[src/rtl/hcb_pkg.sv]
`default_nettype none
// ----------------------------------------------------------------------------
// hcb_pkg
// shared types, codes and widths of the cone brush height grid
// ----------------------------------------------------------------------------
package hcb_pkg;

  localparam int OP_W       = 2;
  localparam int IDX_W      = 12;
  localparam int H_W        = 16;
  localparam int COORD_W    = 16;
  localparam int DIM_W      = 7;
  localparam int SPC_W      = 10;
  localparam int RAD_W      = 16;
  localparam int AMT_W      = 15;
  localparam int CFG_IDX_W  = 3;
  localparam int CFG_DATA_W = 16;

  // distance path widths
  localparam int POS_W  = DIM_W + SPC_W;      // sample position and grid extent
  localparam int DIFF_W = POS_W + 1;          // signed offset from the centre
  localparam int SQ_W   = 2 * POS_W;          // one squared offset
  localparam int D2_W   = SQ_W + 1;           // sum of squares
  localparam int ROOT_W = 16;                 // root of the low 32 bits
  localparam int RAD2_W = 2 * ROOT_W;
  localparam int SREM_W = ROOT_W + 4;
  localparam int QUO_W  = AMT_W;
  localparam int PROD_W = RAD_W + QUO_W;
  localparam int CHG_W  = AMT_W + 1;

  typedef enum logic [OP_W-1:0] {
    OP_WRITE = 2'd0,
    OP_READ  = 2'd1,
    OP_RAISE = 2'd2,
    OP_LOWER = 2'd3
  } op_e;

  typedef enum logic [CFG_IDX_W-1:0] {
    REG_GRID_W    = 3'd0,
    REG_GRID_H    = 3'd1,
    REG_SPACING_X = 3'd2,
    REG_SPACING_Y = 3'd3,
    REG_RADIUS    = 3'd4,
    REG_AMOUNT    = 3'd5
  } reg_e;

  localparam logic [DIM_W-1:0] GRID_W_RST    = 7'd64;
  localparam logic [DIM_W-1:0] GRID_H_RST    = 7'd64;
  localparam logic [SPC_W-1:0] SPACING_X_RST = 10'd256;
  localparam logic [SPC_W-1:0] SPACING_Y_RST = 10'd256;
  localparam logic [RAD_W-1:0] RADIUS_RST    = 16'd0;
  localparam logic [AMT_W-1:0] AMOUNT_RST    = 15'd0;

  typedef enum logic [5:0] {
    ST_IDLE  = 6'b000001,
    ST_READ  = 6'b000010,
    ST_PREP  = 6'b000100,
    ST_ISSUE = 6'b001000,
    ST_DRAIN = 6'b010000,
    ST_DONE  = 6'b100000
  } state_e;

  typedef struct packed {
    logic [SREM_W-1:0] rem;
    logic [ROOT_W-1:0] root;
    logic [RAD2_W-1:0] rest;
  } sqrt_st_t;

  typedef struct packed {
    logic [RAD_W-1:0] rem;
    logic [QUO_W-1:0] quo;
    logic [QUO_W-1:0] rest;
  } div_st_t;

endpackage
`default_nettype wire

[src/rtl/hcb_div.sv]
`default_nettype none
// ----------------------------------------------------------------------------
// hcb_div
// pipelined restoring divider, one quotient bit per stage
// ----------------------------------------------------------------------------
module hcb_div #(
  parameter int TAG_W = 8
) (
  input  logic                        clk_i,
  input  logic                        rst_ni,
  input  logic                        valid_i,
  input  logic [hcb_pkg::PROD_W-1:0]  dividend_i,
  input  logic [hcb_pkg::RAD_W-1:0]   divisor_i,
  input  logic [TAG_W-1:0]            tag_i,
  output logic                        valid_o,
  output logic [hcb_pkg::QUO_W-1:0]   quot_o,
  output logic [TAG_W-1:0]            tag_o
);
  import hcb_pkg::*;

  localparam int N = QUO_W;

  // quotient is known to fit QUO_W bits, so the top of the dividend starts as remainder
  function automatic div_st_t div_step(div_st_t s, logic [RAD_W-1:0] dv);
    div_st_t          n;
    logic [RAD_W:0]   r2;
    logic [RAD_W:0]   diff;
    r2   = {s.rem, s.rest[QUO_W-1]};
    diff = r2 - {1'b0, dv};
    if (r2 >= {1'b0, dv}) begin
      n.rem = diff[RAD_W-1:0];
      n.quo = {s.quo[QUO_W-2:0], 1'b1};
    end else begin
      n.rem = r2[RAD_W-1:0];
      n.quo = {s.quo[QUO_W-2:0], 1'b0};
    end
    n.rest = {s.rest[QUO_W-2:0], 1'b0};
    return n;
  endfunction

  logic             v_q   [N];
  div_st_t          st_q  [N];
  div_st_t          st_d  [N];
  logic [TAG_W-1:0] tag_q [N];

  always_comb begin
    st_d[0] = div_step('{rem: dividend_i[PROD_W-1 -: RAD_W], quo: '0,
                         rest: dividend_i[QUO_W-1:0]}, divisor_i);
    for (int k = 1; k < N; k++) begin
      st_d[k] = div_step(st_q[k-1], divisor_i);
    end
  end

  always_ff @(posedge clk_i or negedge rst_ni) begin
    if (!rst_ni) begin
      for (int k = 0; k < N; k++) v_q[k] <= 1'b0;
    end else begin
      v_q[0] <= valid_i;
      for (int k = 1; k < N; k++) v_q[k] <= v_q[k-1];
    end
  end

  always_ff @(posedge clk_i) begin
    st_q[0]  <= st_d[0];
    tag_q[0] <= tag_i;
    for (int k = 1; k < N; k++) begin
      st_q[k]  <= st_d[k];
      tag_q[k] <= tag_q[k-1];
    end
  end

  assign valid_o = v_q[N-1];
  assign quot_o  = st_q[N-1].quo;
  assign tag_o   = tag_q[N-1];

endmodule
`default_nettype wire

[config.mk]
export PLATFORM = sky130hd
export DESIGN_NAME = hcb_div
export DESIGN_NICKNAME = d
export VERILOG_FILES = /design/src/rtl/hcb_pkg.sv /design/src/rtl/hcb_div.sv
export SDC_FILE = /design/constraint.sdc
export NUM_CORES = 1
export LEC_CHECK = 0
export BUFFER_PORTS_ARGS = -buffer_cell sky130_fd_sc_hd__buf_4
export CAP_MARGIN = 40
export CORE_ASPECT_RATIO = 1.5
export CORE_UTILIZATION = 53
export CTS_CLUSTER_DIAMETER = 200
export DETAILED_ROUTE_END_ITERATION = 12
export PLACE_DENSITY = 0.68
export REMOVE_ABC_BUFFERS = 1
export SYNTH_ARGS = -nofsm -noshare
export SYNTH_HDL_FRONTEND = slang
export SYNTH_SLANG_ARGS = --single-unit
[constraint.sdc]
create_clock -name clk_i -period 7.7 [get_ports clk_i]
set_input_delay 1.155 -clock clk_i [delete_from_list [all_inputs] [get_ports clk_i]]
set_output_delay 1.155 -clock clk_i [all_outputs]
set_load 0.05 [all_outputs]
==> run_results.csv, run 1 <==
group,metric,value,unit
grt,grt_max_degree,27,
yosys,yosys.cell_types.count,88,
worst_setup_path,crit_arrival,4.61,ns
yosys,synth_area,25200,sq um
min_path,hold_path_class,"reg -> reg",
worst_setup_path,path_max_fanout,17,
power,max-vdd-ir-drop,330,uV
worst_setup_path,cp_slowest_stage_delay,0.49,ns
detailed_routing,viasPerCell,5.62,
worst_setup_path,ff2ff_path_depth,9,
die,initial_core_util,53.7,%
place,place_area,26400,sq um
power,power.leakage,12.4,nW
detailed_routing,avgRoutedWirePerCell,17.9,microns
cts,clk_latency,0.59,ns
timing,setup_viol,0,
worst_setup_path,cp_num_cells,12,
cells_and_area,final.fill_count,3839,
place,dp_hpwl,39.6,mm
timing,fin_setup_tns,0,ns
worst_setup_path,worstSetupStartpointType,"primary input",
worst_setup_path,cp_num_buf_inv,4,
worst_setup_path,required,8.16,ns
grt,grt_pass1_wl,89.2,mm
cells_and_area,seq_area,11800,sq um
cts,cts_setup_buffers,0,
run,max-cap-violations,0,
worst_setup_path,crit_chain,"buf_4 -> inv_1 -> buf_16 -> ha_1 -> nor2b_1 -> o31a_1 -> o21ai_0 -> o21ai_2 -> a21oi_1 -> o311a_1 -> buf_8 -> mux2_2",
timing,drv_slew,0,
worst_setup_path,cp_slowest_cell,"o311a_1",
die,die_w,180,microns
cells_and_area,final_nets,2796,
timing,max_freq,241,MHz
place,gp_congestion,0.887,
grt,overflow,0,
power,pwr_density_cell,482,nW/um^2
die,io_pins,82,
yosys,yosysWarnings,0,
min_path,worstHoldPathCells,0,
detailed_routing,num_vias,17500,
die,coreArea,46800,sq um
timing,relSlewSlack,44.1,%
detailed_routing,dr.pass1.iters,9,
cts,cts_buffer_depth,3,
timing,fin_skew,0.0240,ns
worst_setup_path,critPathTopFamily,"compound AO/OA/AOI/OAI gates",
status,violations,"design-rule violations",
timing,grt_setup_unrepaired,"no",
yosys,synth_edf_count,0,
yosys,seq_area_frac_synth,46.7,%
cells_and_area,multi_input_area,12800,sq um
grt,antenna_found_initial,0,
yosys,ys_top_cells_by_area,"dfxtp_1 (45%), ha_1 (12%), mux2_2 (4.9%)",
cells_and_area,finalInstanceArea,28300,sq um
yosys,synth_area_leader_cell,"dfxtp_1",
detailed_routing,ant_nets,0,
detailed_routing,remaining_drc_errors,1,
yosys,syn_inst,2374,
timing,period_share,53.8,%
cts,clkSinkCount,584,
yosys,ys_top_cells_by_count,"dfxtp_1 (569), ha_1 (240), a21oi_1 (161)",
die,die_h,269,microns
cells_and_area,area_delta_synth_final,12.3,%
cells_and_area,drive_gt1_share,14.4,%
worst_setup_path,critical_path_class,"in -> reg",
cts,hold_buffers,0,
detailed_routing,wl,55.8,mm
yosys,synth-async-reset-ratio,2.57,%
place,io_buffer_count,81,
yosys,yosysMostFrequentCell,"dfxtp_1",
yosys,yosysTopAreaCellShare,45.2,%
cts,path_clk_slew,0.07,ns
cts,postCtsResizedCells,0,
cts,numCtsBuffers,53,
die,rows,97,
cts,cts_tree,"built",
timing,worst_pin_slew,0.836,ns
grt,first_global_vias,18100,
yosys,synth_ff_type,"dfxtp_1",
timing,period_needed,4.15,ns
worst_setup_path,worst_setup_path_end_kind,"flip-flop",
yosys,avgSynthCellArea,10.6,sq um
timing,hold_viol,0,
cells_and_area,n_antenna_cell,0,
status,status,"finished, violations left",
yosys,synth_seq_cells,584,
die,die-area,48400,sq um
cts,clockRootBuffer,"clkbuf_16",
detailed_routing,drtIter0Drc,747,
grt,track_usage,23.3,%
cts,htree_levels,2,
## routing by layer
metal	track usage [%]	wire, microns	up-vias
met5	0	0	-
li1	-	-	8741
met4	18.1	4430	0
met1	22.8	20400	8124
met3	3.20	2010	240
met2	44.5	29000	416
## path summary, 6_finish.rpt
path                               from           end  slack (ns)
setup / recovery           divisor_i[1]  st_q[0][257]        3.55
hold / removal              st_q[0][11]   st_q[0][57]        0.32
setup reg to reg           st_q[0][209]  st_q[0][257]        4.66
hold reg to reg             st_q[0][11]   st_q[0][57]        0.32
max in group asynchronous        rst_ni        v_q[2]        7.12
min in group asynchronous        rst_ni        v_q[6]        0.40
## flip-flops by register name, indices dropped and copies added, names as in the netlist
register,count
st_q,449
tag_q,120
v_q,14
valid_o,1
## power breakdown
part	switching (mW)	total, mW	leakage [nW]	internal, mW
Combinational	3.27	6.29	6.50	3.02
Sequential	0.542	4.58	4.97	4.03
Clock	1.17	2.77	0.888	1.59
Total	4.98	13.6	12.4	8.64
## placed cells by master (no fill, tap or decap), drive strengths merged, types with 22 or more instances in the layout
cell type,n
dfxtp,569
ha,240
o21ai,169
a21oi,167
nor2,145
mux2,135
nand2,118
buf,104
xnor2,92
inv,86
clkbuf,64
xor2,61
a21o,54
o21a,54
nor2b,38
nand3,36
nand2b,35
nor3,30
nand4,26
a31oi,23
o31ai,22
## area by class of cell
type / count / share of cell area (%)
Multi-Input combinational cell: 1660 / 45.2
Tap cell: 594 / 2.63
Timing Repair Buffer: 104 / 2.95
Clock buffer: 64 / 5.12
Inverter: 81 / 1.07
Clock inverter: 31 / 1.46
Sequential cell: 584 / 41.6
## logic make-up (layout without fill, tap and decap cells)
logic type | Yosys count | count (layout) | share of synthesized area [%]
compound gates | 607 | 607 | 15.7
flops | 584 | 584 | 46.7
simple gates | 493 | 493 | 9.63
fa+ha+maj | 254 | 254 | 13.0
xor+xnor | 153 | 153 | 5.32
mux | 153 | 153 | 7.04
buf+inv | 130 | 280 | 2.53
## per-stage QoR
step,std cells,setup slack [ns],hold WS (ns),utilization (%),total power [mW]
floorplan,2325,3.54,0.310,-,9.43
global placement,3016,2.58,0.310,56.2,10.7
detailed placement,3023,2.94,0.312,56.4,10.9
CTS,3118,3.55,0.308,60.4,13.7
global route,3118,3.33,0.322,60.4,14.7
finish,3118,3.55,0.316,60.4,13.6
Power figures use the tool's default switching activity.
==> run 2, diff against run 1 <==
==> constraint.sdc (replaced) <==
create_clock -name clk_i -period 4 [get_ports clk_i]
set_input_delay 0.6 -clock clk_i [delete_from_list [all_inputs] [get_ports clk_i]]
set_output_delay 0.6 -clock clk_i [all_outputs]
set_load 0.05 [all_outputs]
==> run 2 against run 1 <==
  * The flow still finishes with violations (design-rule violations)
  * First-iteration DRC count is 7.9% higher
  * Via count is 1.4% higher
  * Combinational power is 99% higher
  * Worst setup slack worse by 2.7 ns
  * Sequential power is 91% higher
  * Design area is 1.3% higher
  * Global-route usage is 0.28 points higher
  * Final cell count is 1.1% higher
  * Sequential cell count stayed put
  * Non-clock buffer count is 31 higher
  * Worst hold slack worse by 0.23 ns
  * Routed wire length is 2.2% higher
  * Largest power group unchanged
==> run_results.csv, run 2 (synthesis results as in run 1) <==
group,metric,value,unit
status,status,"finished, violations left",
status,violations,"design-rule violations",
cells_and_area,reg_top3,"st_q (449), tag_q (120), v_q (14)",
place,dp_hpwl,42.0,mm
cts,path_clk_slew,0.07,ns
grt,track_usage,23.6,%
cts,hold_buffers,1,
worst_setup_path,cp_num_buf_inv,3,
worst_setup_path,reg2reg_from,"st_q[0][209]",
worst_setup_path,ff2ff_path_depth,9,
timing,period_share,77.7,%
cts,cts_buffer_depth,3,
worst_setup_path,required,4.49,ns
cts,htree_levels,2,
timing,drv_slew,0,
timing,grt_setup_unrepaired,"no",
detailed_routing,num_vias,17800,
cells_and_area,largest_register,"st_q",
cells_and_area,area_delta_synth_final,13.8,%
worst_setup_path,critical_path_class,"in -> reg",
place,io_buffer_count,81,
worst_setup_path,rr_endpoint,"st_q[0][258]",
timing,worst_pin_slew,0.917,ns
cells_and_area,final_nets,2827,
cells_and_area,seq_area,11800,sq um
cells_and_area,layout_common_cells,"dfxtp_1 (569), ha_1 (240), a21oi_1 (161), o21ai_0 (156), nor2_1 (145)",
power,pwr_density_cell,934,nW/um^2
timing,setup_viol,0,
timing,fin_skew,0.0159,ns
grt,grt_max_degree,27,
power,p_int,16.9,mW
cells_and_area,final_common_cell,"dfxtp_1",
detailed_routing,drtIter0Drc,806,
worst_setup_path,path_max_fanout,16,
worst_setup_path,worst_setup_path_end_kind,"flip-flop",
place,gp_congestion,0.898,
cts,cts_tree,"built",
die,die_w,180,microns
detailed_routing,viasPerCell,5.64,
timing,period_needed,3.11,ns
worst_setup_path,crit_end,"st_q[0][174]",
grt,first_global_vias,18200,
grt,antenna_found_initial,0,
cts,postCtsResizedCells,0,
place,placed_cells,3053,
cells_and_area,largest_reg_flops,449,
cts,clk_latency,0.61,ns
timing,max_freq,322,MHz
worst_setup_path,crit_chain,"buf_4 -> inv_1 -> buf_4 -> ha_1 -> o21a_1 -> o21a_1 -> o21a_1 -> o21ai_0 -> a31oi_1 -> nor3_1 -> a21oi_2 -> mux2_2",
timing,finalWorstSetupSlack,0.892,ns
timing,fin_setup_tns,0,ns
worst_setup_path,cpMostUsedCell,"o21a_1",
cells_and_area,final.fill_count,3882,
power,seq_power_share,32.7,%
detailed_routing,wl,57.1,mm
detailed_routing,ant_nets,0,
die,die_h,269,microns
power,max-vdd-ir-drop,623,uV
cells_and_area,drive_gt1_share,15.4,%
cts,clockRootBuffer,"clkbuf_16",
detailed_routing,dr.pass1.iters,12,
cells_and_area,stdcell_count,3152,
power,clkPwrFrac,20.4,%
power,p_switching,9.84,mW
min_path,worstHoldStart,"tag_i[5]",
cells_and_area,multi_input_area,12800,sq um
timing,relSlewSlack,38.9,%
worst_setup_path,crit_arrival,3.59,ns
die,initial_core_util,53.7,%
die,io_pins,82,
die,die-area,48400,sq um
timing,hold_viol,0,
place,pre_cts_ws,0.237,ns
power,swShare,36.8,%
cts,numCtsBuffers,53,
worst_setup_path,rrSetupSlack,1.03,ns
cells_and_area,n_antenna_cell,0,
grt,grt_pass1_wl,90.0,mm
worst_setup_path,worstSetupStartpointType,"primary input",
cts,cts_setup_buffers,0,
grt,overflow,0,
cts,clkSinkCount,584,
die,rows,97,
detailed_routing,remaining_drc_errors,1,
power,power.leakage,12.6,nW
min_path,hold_path_class,"in -> reg",
worst_setup_path,critPathTopFamily,"compound AO/OA/AOI/OAI gates",
detailed_routing,avgRoutedWirePerCell,18.1,microns
worst_setup_path,cp_slowest_cell,"a21oi_2",
power,p_comb_share,46.9,%
run,max-cap-violations,0,
worst_setup_path,cp_slowest_stage_delay,0.70,ns
worst_setup_path,cp_num_cells,12,
die,coreArea,46800,sq um
worst_setup_path,startpoint,"divisor_i[9]",
-- run 2: cell types whose count changed in the layout (fill, tap and decap cells not counted), moves of 2 or more --
cell        change
buf_12          +8
buf_4          +27
buf_6           -3
bufinv_16       +3
clkbuf_1        +3
clkbuf_8        -5
clkinv_2        +2
clkinvlp_4      -3
inv_16          -2
inv_8           +3
-- run 2: layout make-up --
class	count	area share, %
multi-input combinational	1660	44.6
sequential	584	41.1
clock buffer	62	4.85
timing repair buffer	135	3.95
tap	594	2.59
clock inverter	36	1.85
inverter	81	1.06
-- run 2: stage by stage --
| stage | hold slack [ns] | cell area [sq um] | total power, mW | utilization, % |
|---|---|---|---|---|
| after floorplan | 0.304 | 24800 | 18.2 | - |
| after global placement | 0.310 | 26700 | 20.9 | 57.0 |
| after detailed placement | 0.312 | 26700 | 21.3 | 57.0 |
| after CTS | 0.0521 | 28600 | 26.9 | 61.1 |
| after global routing | 0.0609 | 28600 | 28.6 | 61.1 |
| final | 0.0899 | 28600 | 26.8 | 61.1 |
-- run 2: routing by layer --
layer	up-vias	part of all wire (%)	wire length (microns)	track usage, %
met4	0	7.9	4490	18.6
met2	381	53	30300	45.7
li1	8795	-	-	-
met3	203	3.0	1700	3.04
met5	-	0	0	0
met1	8393	36	20600	22.5
-- run 2: worst min path at each step --
stage	endpoint	slack (ns)	cells past startpoint
2_1_floorplan	v_q[10]	0.30	0
3_5_place_dp	st_q[0][330]	0.31	0
5_1_grt	tag_q[0][5]	0.06	1
3_3_place_gp	st_q[0][190]	0.31	0
4_1_cts	tag_q[0][5]	0.05	1
6_report	tag_q[0][5]	0.09	1
-- run 2: power by group through the flow --
stage	Sequential, mW	Combinational [mW]	Clock (mW)
floorplan	8.63	9.52	0
global placement	8.85	12.1	0
detailed placement	8.86	12.4	0
CTS	8.75	12.5	5.61
global route	8.89	13.9	5.84
finish	8.74	12.5	5.47
