===== src/rtl/hcb_pkg.sv =====
`default_nettype none
// ----------------------------------------------------------------------------
// hcb_pkg
// shared types, codes and widths of the cone brush height grid
// ----------------------------------------------------------------------------
package hcb_pkg;

  localparam int OP_W       = 2;
  localparam int IDX_W      = 12;
  localparam int H_W        = 16;
  localparam int COORD_W    = 16;
  localparam int DIM_W      = 7;
  localparam int SPC_W      = 10;
  localparam int RAD_W      = 16;
  localparam int AMT_W      = 15;
  localparam int CFG_IDX_W  = 3;
  localparam int CFG_DATA_W = 16;

  // distance path widths
  localparam int POS_W  = DIM_W + SPC_W;      // sample position and grid extent
  localparam int DIFF_W = POS_W + 1;          // signed offset from the centre
  localparam int SQ_W   = 2 * POS_W;          // one squared offset
  localparam int D2_W   = SQ_W + 1;           // sum of squares
  localparam int ROOT_W = 16;                 // root of the low 32 bits
  localparam int RAD2_W = 2 * ROOT_W;
  localparam int SREM_W = ROOT_W + 4;
  localparam int QUO_W  = AMT_W;
  localparam int PROD_W = RAD_W + QUO_W;
  localparam int CHG_W  = AMT_W + 1;

  typedef enum logic [OP_W-1:0] {
    OP_WRITE = 2'd0,
    OP_READ  = 2'd1,
    OP_RAISE = 2'd2,
    OP_LOWER = 2'd3
  } op_e;

  typedef enum logic [CFG_IDX_W-1:0] {
    REG_GRID_W    = 3'd0,
    REG_GRID_H    = 3'd1,
    REG_SPACING_X = 3'd2,
    REG_SPACING_Y = 3'd3,
    REG_RADIUS    = 3'd4,
    REG_AMOUNT    = 3'd5
  } reg_e;

  localparam logic [DIM_W-1:0] GRID_W_RST    = 7'd64;
  localparam logic [DIM_W-1:0] GRID_H_RST    = 7'd64;
  localparam logic [SPC_W-1:0] SPACING_X_RST = 10'd256;
  localparam logic [SPC_W-1:0] SPACING_Y_RST = 10'd256;
  localparam logic [RAD_W-1:0] RADIUS_RST    = 16'd0;
  localparam logic [AMT_W-1:0] AMOUNT_RST    = 15'd0;

  typedef enum logic [5:0] {
    ST_IDLE  = 6'b000001,
    ST_READ  = 6'b000010,
    ST_PREP  = 6'b000100,
    ST_ISSUE = 6'b001000,
    ST_DRAIN = 6'b010000,
    ST_DONE  = 6'b100000
  } state_e;

  typedef struct packed {
    logic [SREM_W-1:0] rem;
    logic [ROOT_W-1:0] root;
    logic [RAD2_W-1:0] rest;
  } sqrt_st_t;

  typedef struct packed {
    logic [RAD_W-1:0] rem;
    logic [QUO_W-1:0] quo;
    logic [QUO_W-1:0] rest;
  } div_st_t;

endpackage
`default_nettype wire


===== src/rtl/hcb_sqrt.sv =====
`default_nettype none
// ----------------------------------------------------------------------------
// hcb_sqrt
// pipelined integer square root, one result bit per stage
// ----------------------------------------------------------------------------
module hcb_sqrt #(
  parameter int TAG_W = 8
) (
  input  logic                         clk_i,
  input  logic                         rst_ni,
  input  logic                         valid_i,
  input  logic [hcb_pkg::RAD2_W-1:0]   value_i,
  input  logic [TAG_W-1:0]             tag_i,
  output logic                         valid_o,
  output logic [hcb_pkg::ROOT_W-1:0]   root_o,
  output logic [TAG_W-1:0]             tag_o
);
  import hcb_pkg::*;

  localparam int N = ROOT_W;

  function automatic sqrt_st_t sqrt_step(sqrt_st_t s);
    sqrt_st_t          n;
    logic [SREM_W-1:0] r2;
    logic [SREM_W-1:0] trial;
    r2    = {s.rem[SREM_W-3:0], s.rest[RAD2_W-1 -: 2]};
    trial = SREM_W'({s.root, 2'b01});
    if (r2 >= trial) begin
      n.rem  = r2 - trial;
      n.root = {s.root[ROOT_W-2:0], 1'b1};
    end else begin
      n.rem  = r2;
      n.root = {s.root[ROOT_W-2:0], 1'b0};
    end
    n.rest = {s.rest[RAD2_W-3:0], 2'b00};
    return n;
  endfunction

  logic       v_q   [N];
  sqrt_st_t   st_q  [N];
  sqrt_st_t   st_d  [N];
  logic [TAG_W-1:0] tag_q [N];

  always_comb begin
    st_d[0] = sqrt_step('{rem: '0, root: '0, rest: value_i});
    for (int k = 1; k < N; k++) begin
      st_d[k] = sqrt_step(st_q[k-1]);
    end
  end

  always_ff @(posedge clk_i or negedge rst_ni) begin
    if (!rst_ni) begin
      for (int k = 0; k < N; k++) v_q[k] <= 1'b0;
    end else begin
      v_q[0] <= valid_i;
      for (int k = 1; k < N; k++) v_q[k] <= v_q[k-1];
    end
  end

  always_ff @(posedge clk_i) begin
    st_q[0]  <= st_d[0];
    tag_q[0] <= tag_i;
    for (int k = 1; k < N; k++) begin
      st_q[k]  <= st_d[k];
      tag_q[k] <= tag_q[k-1];
    end
  end

  assign valid_o = v_q[N-1];
  assign root_o  = st_q[N-1].root;
  assign tag_o   = tag_q[N-1];

endmodule
`default_nettype wire


===== config.mk =====
export PLATFORM = sky130hd
export DESIGN_NAME = hcb_sqrt
export DESIGN_NICKNAME = d
export VERILOG_FILES = /design/src/rtl/hcb_pkg.sv /design/src/rtl/hcb_sqrt.sv
export SDC_FILE = /design/constraint.sdc
export NUM_CORES = 1
export LEC_CHECK = 0
export ABC_AREA = 1
export BUFFER_PORTS_ARGS = -buffer_cell sky130_fd_sc_hd__buf_2
export CAP_MARGIN = 5
export CORE_MARGIN = 2
export CORE_UTILIZATION = 49
export CTS_BUF_LIST = sky130_fd_sc_hd__clkbuf_4
export DETAILED_ROUTE_END_ITERATION = 12
export MAX_ROUTING_LAYER = met4
export PLACE_DENSITY_LB_ADDON = 0.05
export SETUP_SLACK_MARGIN = 0.1
export SYNTH_ARGS = -nofsm -noshare
export SYNTH_HDL_FRONTEND = slang
export SYNTH_SLANG_ARGS = --single-unit

===== constraint.sdc =====
create_clock -name clk_i -period 4.5 [get_ports clk_i]
set_input_delay 0.45 -clock clk_i [delete_from_list [all_inputs] [get_ports clk_i]]
set_output_delay 0.45 -clock clk_i [all_outputs]
set_load 0.05 [all_outputs]

==> impl_metrics.ini, run 1 <==
[outcome]
run_status = complete, no violations

[sta]
fin_tns_setup_ns = 0
min_period_ns = 2.604
drv_slew = 0
tightest_slew_ns = 0.9520
fin_worst_skew_ns = 0.05765
fmax_ghz = 0.3841
fin_ws_ns = 1.896
setup_viol = 0
finalHoldViolations = 0
rsz0062_at_grt = false
slew_headroom_pct = 36.47
finalCritPeriodShare_pct = 57.86

[detailed_routing]
firstDrtPassIters = 5
via_per_inst = 4.755
post_drt_wl_per_cell_um = 13.87
drt_iter0_markers = 1225
routed_wl_um = 64750
drc_errors = 0
num_vias = 22193
postRouteAntennaNets = 0

[final_layout]
n_fill_cell = 5465
nets = 3945
area_delta_synth_final_pct = 14.07
final_common_cell = nand2_1
register_area_um2 = 15490
final_cell_mix = nand2_1, dfxtp_1, inv_1
multi_input_area_um2 = 11530
drive_above_1_share_pct = 12.74

[die]
die_w_um = 248.1
core_um2 = 59020
die_h_um = 248.1
pin_count = 68
dieArea_um2 = 61570
row_count = 89
start_util_pct = 49.49

[clocking]
cts-root-buf = clkbuf_4
htreeDepth = 4
path_clk_slew_ns = 0.06
numClockSinks = 770
post_cts_buffers = 0
clockBufferDepth = 3
cts_buffers = 183
clkLatencyLatePin_ns = 1.00
cts_tree = done

[setup_path]
critPathSlowestCell = a21boi_1
endpoint_kind = register
cp_max_fo = 16
required_ns = 5.42
cp.depth = 9
start_kind = register
path_cells = inv_1 -> ha_1 -> a21oi_1 -> o21ai_1 -> a21boi_1 -> nand3_1 -> nor2_4 -> nand2_1 -> nand2_1
critPathBufInv = 1
critical_path_class = reg2reg
r2r_end = st_q[0][247]$_DFF_P_
rrSetupSlack_ns = 1.90
cpPeakStageDelay_ns = 0.69
cp-startpoint = st_q[0][163]$_DFF_P_
cpMostUsedCell = nand2_1
r2r_cells = 9
rr_startpoint = st_q[0][163]$_DFF_P_
arrival_ns = 3.52
cp_top_family = compound AO/OA/AOI/OAI gates
crit_end = st_q[0][247]$_DFF_P_

[global_routing]
grt_max_degree = 26
first_global_vias = 21973
gr-total-overflow = 0
antenna_found_initial = 4
grt_pass1_wl_um = 105600
globalRouteTotalUtil_pct = 22.23

[worst_hold_path]
min-delay-path-class = in2reg
hp-start = value_i[27]

[yosys]
syn_area_per_cell_um2 = 8.436
ys_ff_latch = 770
netlist_area_um2 = 29210
synth_cell_types = 48
synth_cells = 3462
yosys_warnings = 0
ys_seq_area_share_pct = 53.05
synth_nets = 3658

[power_and_ir_drop]
powerDensity_nw_per_um2 = 565.6
leakagePower_uw = 0.01705
ir_drop_mv = 0.3068
pwr-share-clk_pct = 29.5
switching_power_uw = 6316
intPower_uw = 12530
combPwrFrac_pct = 24.1
pwr-share-seq_pct = 46.4
sw_frac_of_total_pct = 33.52

[placement]
pre_cts_slack_ns = 1.915
dp_hpwl_um = 49080
port_buffers = 67
gp_congestion = 0.9157

[run]
drv_cap = 0
through the flow:
step | power (µW) | hold slack [ns] | cells | area, µm² | utilization (%)
2_1_floorplan | 12070 | 0.1544 | 3462 | 29210 | -
3_3_place_gp | 13340 | 0.3101 | 4262 | 30170 | 51.12
3_5_place_dp | 13350 | 0.3121 | 4262 | 30170 | 51.12
4_1_cts | 19100 | 0.001118 | 4659 | 33300 | 56.42
5_1_grt | 20210 | 0.01560 | 4664 | 33310 | 56.44
6_report | 18840 | 0.1136 | 4667 | 33320 | 56.45
worst min path at each step:
stage / depth (start not counted) / to
2_1_floorplan: 0 / v_q[10]$_DFF_PN0_
3_3_place_gp: 0 / tag_q[9][4]$_DFF_P_
3_5_place_dp: 0 / st_q[0][224]$_DFF_P_
4_1_cts: 2 / st_q[0][7]$_DFF_P_
5_1_grt: 2 / st_q[0][11]$_DFF_P_
6_report: 2 / st_q[0][27]$_DFF_P_
cell usage after synthesis, drive strengths merged:
cell	count	area share (%)
o21bai	6	0.15
nand3	208	3.8
ha	153	6.6
and2	4	0.086
xor2	51	1.5
xnor2	38	1.1
and3	3	0.064
a21o	5	0.13
clkbuf	1	0.013
o211ai	3	0.077
o21ai	140	2.8
a21oi	184	3.6
dfrtp	16	1.4
a31oi	1	0.021
nor2	285	3.9
dfxtp	754	52
a211oi	1	0.026
nand2	938	12
o21a	6	0.15
nand3b	33	0.85
or2	9	0.19
buf	39	1.2
nor4	4	0.14
nand4	54	1.2
a21boi	5	0.14
conb	1	0.013
inv	487	6.3
nor3	33	0.68
layout make-up:
cell class                 count  area share (%)
sequential                   770           46.51
multi-input combinational   2165           34.61
clock buffer                 280           6.309
inverter                     487           5.524
timing repair buffer         142           3.260
tap                          773           2.903
clock inverter                42          0.8300
antenna                        8         0.06009
power groups by stage:
stage	registers [µW]	clock network (µW)	logic [µW]
final	8740	5570	4530
after floorplan	8510	0	3550
after CTS	8760	5800	4540
after global routing	8850	6170	5190
after global placement	8900	0	4440
after detailed placement	8890	0	4460
cell families after synthesis:
logic type / Yosys count / share of synthesized area [%]
compound gates: 351 / 7.051
buf+inv: 527 / 7.471
flops: 770 / 53.05
fa+ha+maj: 153 / 6.554
other cells: 1 / 0.01284
xor+xnor: 89 / 2.669
simple gates: 1571 / 23.19
what timing repair did:
item | in CTS | in global routing
hold endpoints to repair | 58 | 0
gates resized for setup | 0 | 0
hold buffers | 75 | 0
flip-flops by register name, summed over array words and instances (netlist names):
name / count
st_q: 626
tag_q: 128
v_q: 15
valid_o: 1
layer usage:
metal,GRT usage [%],routed length [µm],vias up
li1,-,-,11614
met1,26.16,29230,9990
met2,36.42,30780,453
met3,5.171,2966,136
met4,9.576,1783,0
met5,-,0,-
No activity file was read; power rests on OpenSTA's default activity.
==> inputs of run 2 (changes only) <==
==> constraint.sdc (replaced) <==
create_clock -name clk_i -period 2.4 [get_ports clk_i]
set_input_delay 0.24 -clock clk_i [delete_from_list [all_inputs] [get_ports clk_i]]
set_output_delay 0.24 -clock clk_i [all_outputs]
set_load 0.05 [all_outputs]
==> run 2 against run 1 <==
- fmax up 19%
- worst hold slack gained 0.17 ns
- non-clock buffer count up 35
- critical path type unchanged
- flip-flop and latch count is the same
- critical path depth unchanged
- die area did not move
- first-iteration DRC count grew 9.8%
- power increased by 88%
- clock skew rose by 0.011 ns
- cell area increased by 0.94%
==> impl_metrics.ini, run 2 (synthesis gave the netlist of run 1 again) <==
[outcome]
run_status = complete, no violations

[detailed_routing]
firstDrtPassIters = 6
via_per_inst = 4.752
num_vias = 22344
routed_wl_um = 66750
drc_errors = 0
post_drt_wl_per_cell_um = 14.20
drt_iter0_markers = 1345
postRouteAntennaNets = 0

[sta]
min_period_ns = 2.180
fin_worst_skew_ns = 0.06907
drv_slew = 0
fin_hold_ws_ns = 0.2791
fmax_ghz = 0.4587
finalHoldViolations = 0
setup_viol = 0
rsz0062_at_grt = false
tightest_slew_ns = 0.7021
finalCritPeriodShare_pct = 90.83
fin_tns_setup_ns = 0
slew_headroom_pct = 53.04

[setup_path]
critical_path_class = reg2reg
arrival_ns = 3.01
path_cells = inv_1 -> ha_1 -> nand2_1 -> nor2_1 -> nand3_1 -> nand3_1 -> nor2_2 -> buf_4 -> o21ai_0
r2r_cells = 9
cpPeakStageDelay_ns = 0.42
r2r_end = st_q[1][118]$_DFF_P_
required_ns = 3.23
rr_startpoint = st_q[1][37]$_DFF_P_
rrSetupSlack_ns = 0.22
critPathSlowestCell = dfxtp_1
cp_max_fo = 12
endpoint_kind = register
cpMostUsedCell = nand3_1
start_kind = register

[placement]
dp_hpwl_um = 50220
port_buffers = 67
postPlaceCellArea_um2 = 30370
gp_congestion = 0.9326

[worst_hold_path]
hp-start = st_q[1][356]$_DFF_P_
min_to = st_q[1][424]$_DFF_P_
min-delay-path-class = reg2reg
hold_depth = 0

[clocking]
htreeDepth = 4
cts-root-buf = clkbuf_4
cts_tree = done
cts_buffers = 189
clockBufferDepth = 3
numClockSinks = 770
clkLatencyLatePin_ns = 1.00
path_clk_slew_ns = 0.06

[power_and_ir_drop]
leakagePower_uw = 0.01721
powerDensity_nw_per_um2 = 1056
ir_drop_mv = 0.7437

[global_routing]
gr-total-overflow = 0
grt_pass1_wl_um = 108200
antenna_found_initial = 2
first_global_vias = 22100
globalRouteTotalUtil_pct = 22.85
grt_max_degree = 26

[final_layout]
drive_above_1_share_pct = 13.17
area_delta_synth_final_pct = 15.15
largest_register_ffs = 626
final_core_util_pct = 56.98
design_area_um2 = 33630
nets = 3986
biggestRegsByFlops = st_q (626), tag_q (128), v_q (15)
top_register = st_q
final_cell_mix = nand2_1, dfxtp_1, inv_1
final_common_cell = nand2_1
n_fill_cell = 5535

[die]
die_w_um = 248.1
core_um2 = 59020
start_util_pct = 49.49
pin_count = 68
dieArea_um2 = 61570
row_count = 89
die_h_um = 248.1

[run]
drv_cap = 0
[run 2: final cells by class]
class                           count  area, µm²  area share [%]
Sequential cell                   770      15500           46.08
Multi-Input combinational cell   2165      11530           34.30
Clock buffer                      270       2027           6.027
Inverter                          487       1853           5.510
Timing Repair Buffer              177       1399           4.159
Tap cell                          773      967.2           2.876
Clock inverter                     57      346.6           1.031
Antenna cell                        3      7.507         0.02232
[run 2: stage by stage]
stage | instances | setup WS, ns | power, µW
after floorplan | 3462 | 0.6595 | 22620
after detailed placement | 4286 | 0.005438 | 25180
after global routing | 4702 | 0.1002 | 38100
after global placement | 4286 | 0.1021 | 25150
final | 4702 | 0.2201 | 35520
after CTS | 4698 | 0.1283 | 36010
[run 2: layer usage]
metal	wire length (µm)	vias to the layer above	GRT usage, %
li1	-	11703	-
met1	30710	10092	27.64
met2	31830	441	37.42
met3	2639	108	4.643
met4	1578	0	9.086
met5	0	-	-
[run 2: report_power, final]
part	switching (µW)	internal, µW
registers	1540	14900
logic	5510	3160
clock network	5100	5340
[run 2: worst max-delay path, delay by kind of cell (launching register included)]
| kind | cells | cell delay [ns] |
|---|---|---|
| AND/OR/NAND/NOR | 5 | 0.63 |
| adder cells (fa/ha/maj) | 1 | 0.36 |
| AO/OA/AOI/OAI | 1 | 0.36 |
| flip-flops | 1 | 0.42 |
| buffers and inverters | 2 | 0.25 |
[run 2: worst max path at each step]
stage                               from              endpoint  slack [ns]
detailed placement   st_q[1][99]$_DFF_P_  st_q[1][180]$_DFF_P_       0.005
CTS                 st_q[1][238]$_DFF_P_  st_q[1][313]$_DFF_P_        0.13
finish               st_q[1][37]$_DFF_P_  st_q[1][118]$_DFF_P_        0.22
global placement     st_q[1][99]$_DFF_P_  st_q[1][180]$_DFF_P_        0.10
floorplan           st_q[0][229]$_DFF_P_  st_q[0][314]$_DFF_P_        0.66
global route         st_q[0][30]$_DFF_P_  st_q[0][115]$_DFF_P_        0.10
[run 2: repair_timing]
action / CTS / global route
gates resized for setup: 1 / 6
hold endpoints to repair: 58 / 0
hold buffers: 85 / 0
pin swaps: 0 / 0
endpoints found under the setup margin: 16 / 25
buffers inserted: 0 / 1
==> inputs of run 3 (changes only) <==
--- a/config.mk
+++ b/config.mk
@@ -9,7 +9,7 @@
 export BUFFER_PORTS_ARGS = -buffer_cell sky130_fd_sc_hd__buf_2
 export CAP_MARGIN = 5
 export CORE_MARGIN = 2
-export CORE_UTILIZATION = 49
+export CORE_UTILIZATION = 57
 export CTS_BUF_LIST = sky130_fd_sc_hd__clkbuf_4
 export DETAILED_ROUTE_END_ITERATION = 12
 export MAX_ROUTING_LAYER = met4
==> run 3 against run 2 <==
- non-clock buffer count is 4 lower
- die area is 14% lower
- core utilization is 9.4 points higher
- worst setup slack better by 0.033 ns
- combinational power is 0.5% higher
- register-to-register slack better by 0.03 ns
- sequential power hardly changed
- sequential share of layout area is 0.30 points higher
- global-route usage is 4.0 points higher
- via count is 1.6% higher
- critical endpoint is now st_q[0][179]$_DFF_P_
==> impl_metrics.ini, run 3 (synthesis gave the netlist of run 1 again) <==
[outcome]
run_status = complete, no violations

[setup_path]
cp_max_fo = 17
required_ns = 3.27
start_kind = register
endpoint_kind = register
critical_path_class = reg2reg
arrival_ns = 3.02

[sta]
fin_worst_skew_ns = 0.06938
finalHoldViolations = 0
fin_ws_ns = 0.2527
slew_headroom_pct = 53.63
setup_viol = 0
finalCritPeriodShare_pct = 89.47
fin_tns_setup_ns = 0
fmax_ghz = 0.4657
min_period_ns = 2.147
fin_hold_ws_ns = 0.2972
drv_slew = 0
rsz0062_at_grt = false
tightest_slew_ns = 0.6933

[clocking]
post_cts_buffers = 0
cts-root-buf = clkbuf_4
clockBufferDepth = 3
htreeDepth = 4
cts_buffers = 184
numClockSinks = 770
clkLatencyLatePin_ns = 1.03
path_clk_slew_ns = 0.08
cts_tree = done

[power_and_ir_drop]
ir_drop_mv = 0.6531
leakagePower_uw = 0.01717
finalPower_uw = 35680
powerDensity_nw_per_um2 = 1068

[placement]
pre_cts_slack_ns = 0.2499
dp_hpwl_um = 49290
gp_congestion = 0.9167
postPlaceCellArea_um2 = 30220
port_buffers = 67

[detailed_routing]
firstDrtPassIters = 6
post_drt_wl_per_cell_um = 14.72
routed_wl_um = 67510
drc_errors = 0
postRouteAntennaNets = 0
num_vias = 22695
via_per_inst = 4.950
drt_iter0_markers = 1274

[final_layout]
drive_above_1_share_pct = 12.97
nets = 3977
design_area_um2 = 33420
final_cell_mix = nand2_1, dfxtp_1, inv_1
area_delta_synth_final_pct = 14.42
top_register = st_q
final_common_cell = nand2_1
largest_register_ffs = 626
n_fill_cell = 4246
biggestRegsByFlops = st_q (626), tag_q (128), v_q (15)

[die]
die_h_um = 230.4
dieArea_um2 = 53070
die_w_um = 230.4
core_um2 = 50380
start_util_pct = 57.98
pin_count = 68
row_count = 82

[global_routing]
grt_max_degree = 26
gr-total-overflow = 0
globalRouteTotalUtil_pct = 26.84
antenna_found_initial = 2
first_global_vias = 22761
grt_pass1_wl_um = 110600

[run]
drv_cap = 0

[worst_hold_path]
min-delay-path-class = reg2reg
[run 3: cell count changes in the layout (fill, tap and decap cells not counted), moves of 2 or more]
cell | previous run | this run
clkinv_1 | 33 | 27
clkbuf_4 | 270 | 268
clkinv_8 | 4 | 2
buf_4 | 23 | 19
clkinv_2 | 9 | 5
[run 3: metrics by stage]
stage	utilization (%)	instances
global route	66.34	4585
floorplan	-	3462
global placement	60.00	4182
CTS	66.30	4581
finish	66.34	4585
detailed placement	60.00	4182
[run 3: worst paths after layout]
check / end / startpoint / slack, ns / cells past startpoint
max in group asynchronous: v_q[14]$_DFF_PN0_ / rst_ni / 1.58 / 3
setup reg to reg: st_q[0][179]$_DFF_P_ / st_q[0][96]$_DFF_P_ / 0.25 / 10
setup / recovery: st_q[0][179]$_DFF_P_ / st_q[0][96]$_DFF_P_ / 0.25 / 10
hold reg to reg: st_q[0][491]$_DFF_P_ / st_q[0][423]$_DFF_P_ / 0.30 / 0
hold / removal: st_q[0][491]$_DFF_P_ / st_q[0][423]$_DFF_P_ / 0.30 / 0
min in group asynchronous: v_q[7]$_DFF_PN0_ / rst_ni / 0.36 / 3
[run 3: where the power goes]
part | internal, µW | switching (µW)
combinational | 3170 | 5540
clock | 5380 | 5150
sequential | 14900 | 1580
[run 3: final cells by class]
cell class	count	area, µm²	share of cell area [%]
inverters	487	1846	5.523
multi-input cells	2165	11530	34.51
clock buffers	268	2012	6.021
flip-flops and latches	770	15500	46.37
clock inverters	46	312.8	0.9361
diodes	4	10.01	0.02995
well taps	672	840.8	2.516
repair buffers	173	1369	4.096
[run 3: layer usage]
layer	GRT usage [%]	vias to the layer above	routed length (µm)
met3	5.756	176	3252
met4	12.98	0	2474
met1	31.72	10281	29730
met5	-	-	0
met2	43.61	574	32040
li1	-	11664	-
[run 3: critical path: stages (launching register included)]
cell,delay [ns]
dfxtp_1,0.42
inv_1,0.08
ha_1,0.37
nand2_1,0.13
o21ai_1,0.09
nor2_1,0.13
nand2_1,0.15
nor3_4,0.18
buf_4,0.23
nand2_1,0.06
o21ai_1,0.16
[run 3: timing repair]
item	in CTS	in global routing
gates resized for setup	0	6
hold buffers	85	0
endpoints found under the hold margin	58	0
setup endpoints to repair	0	12
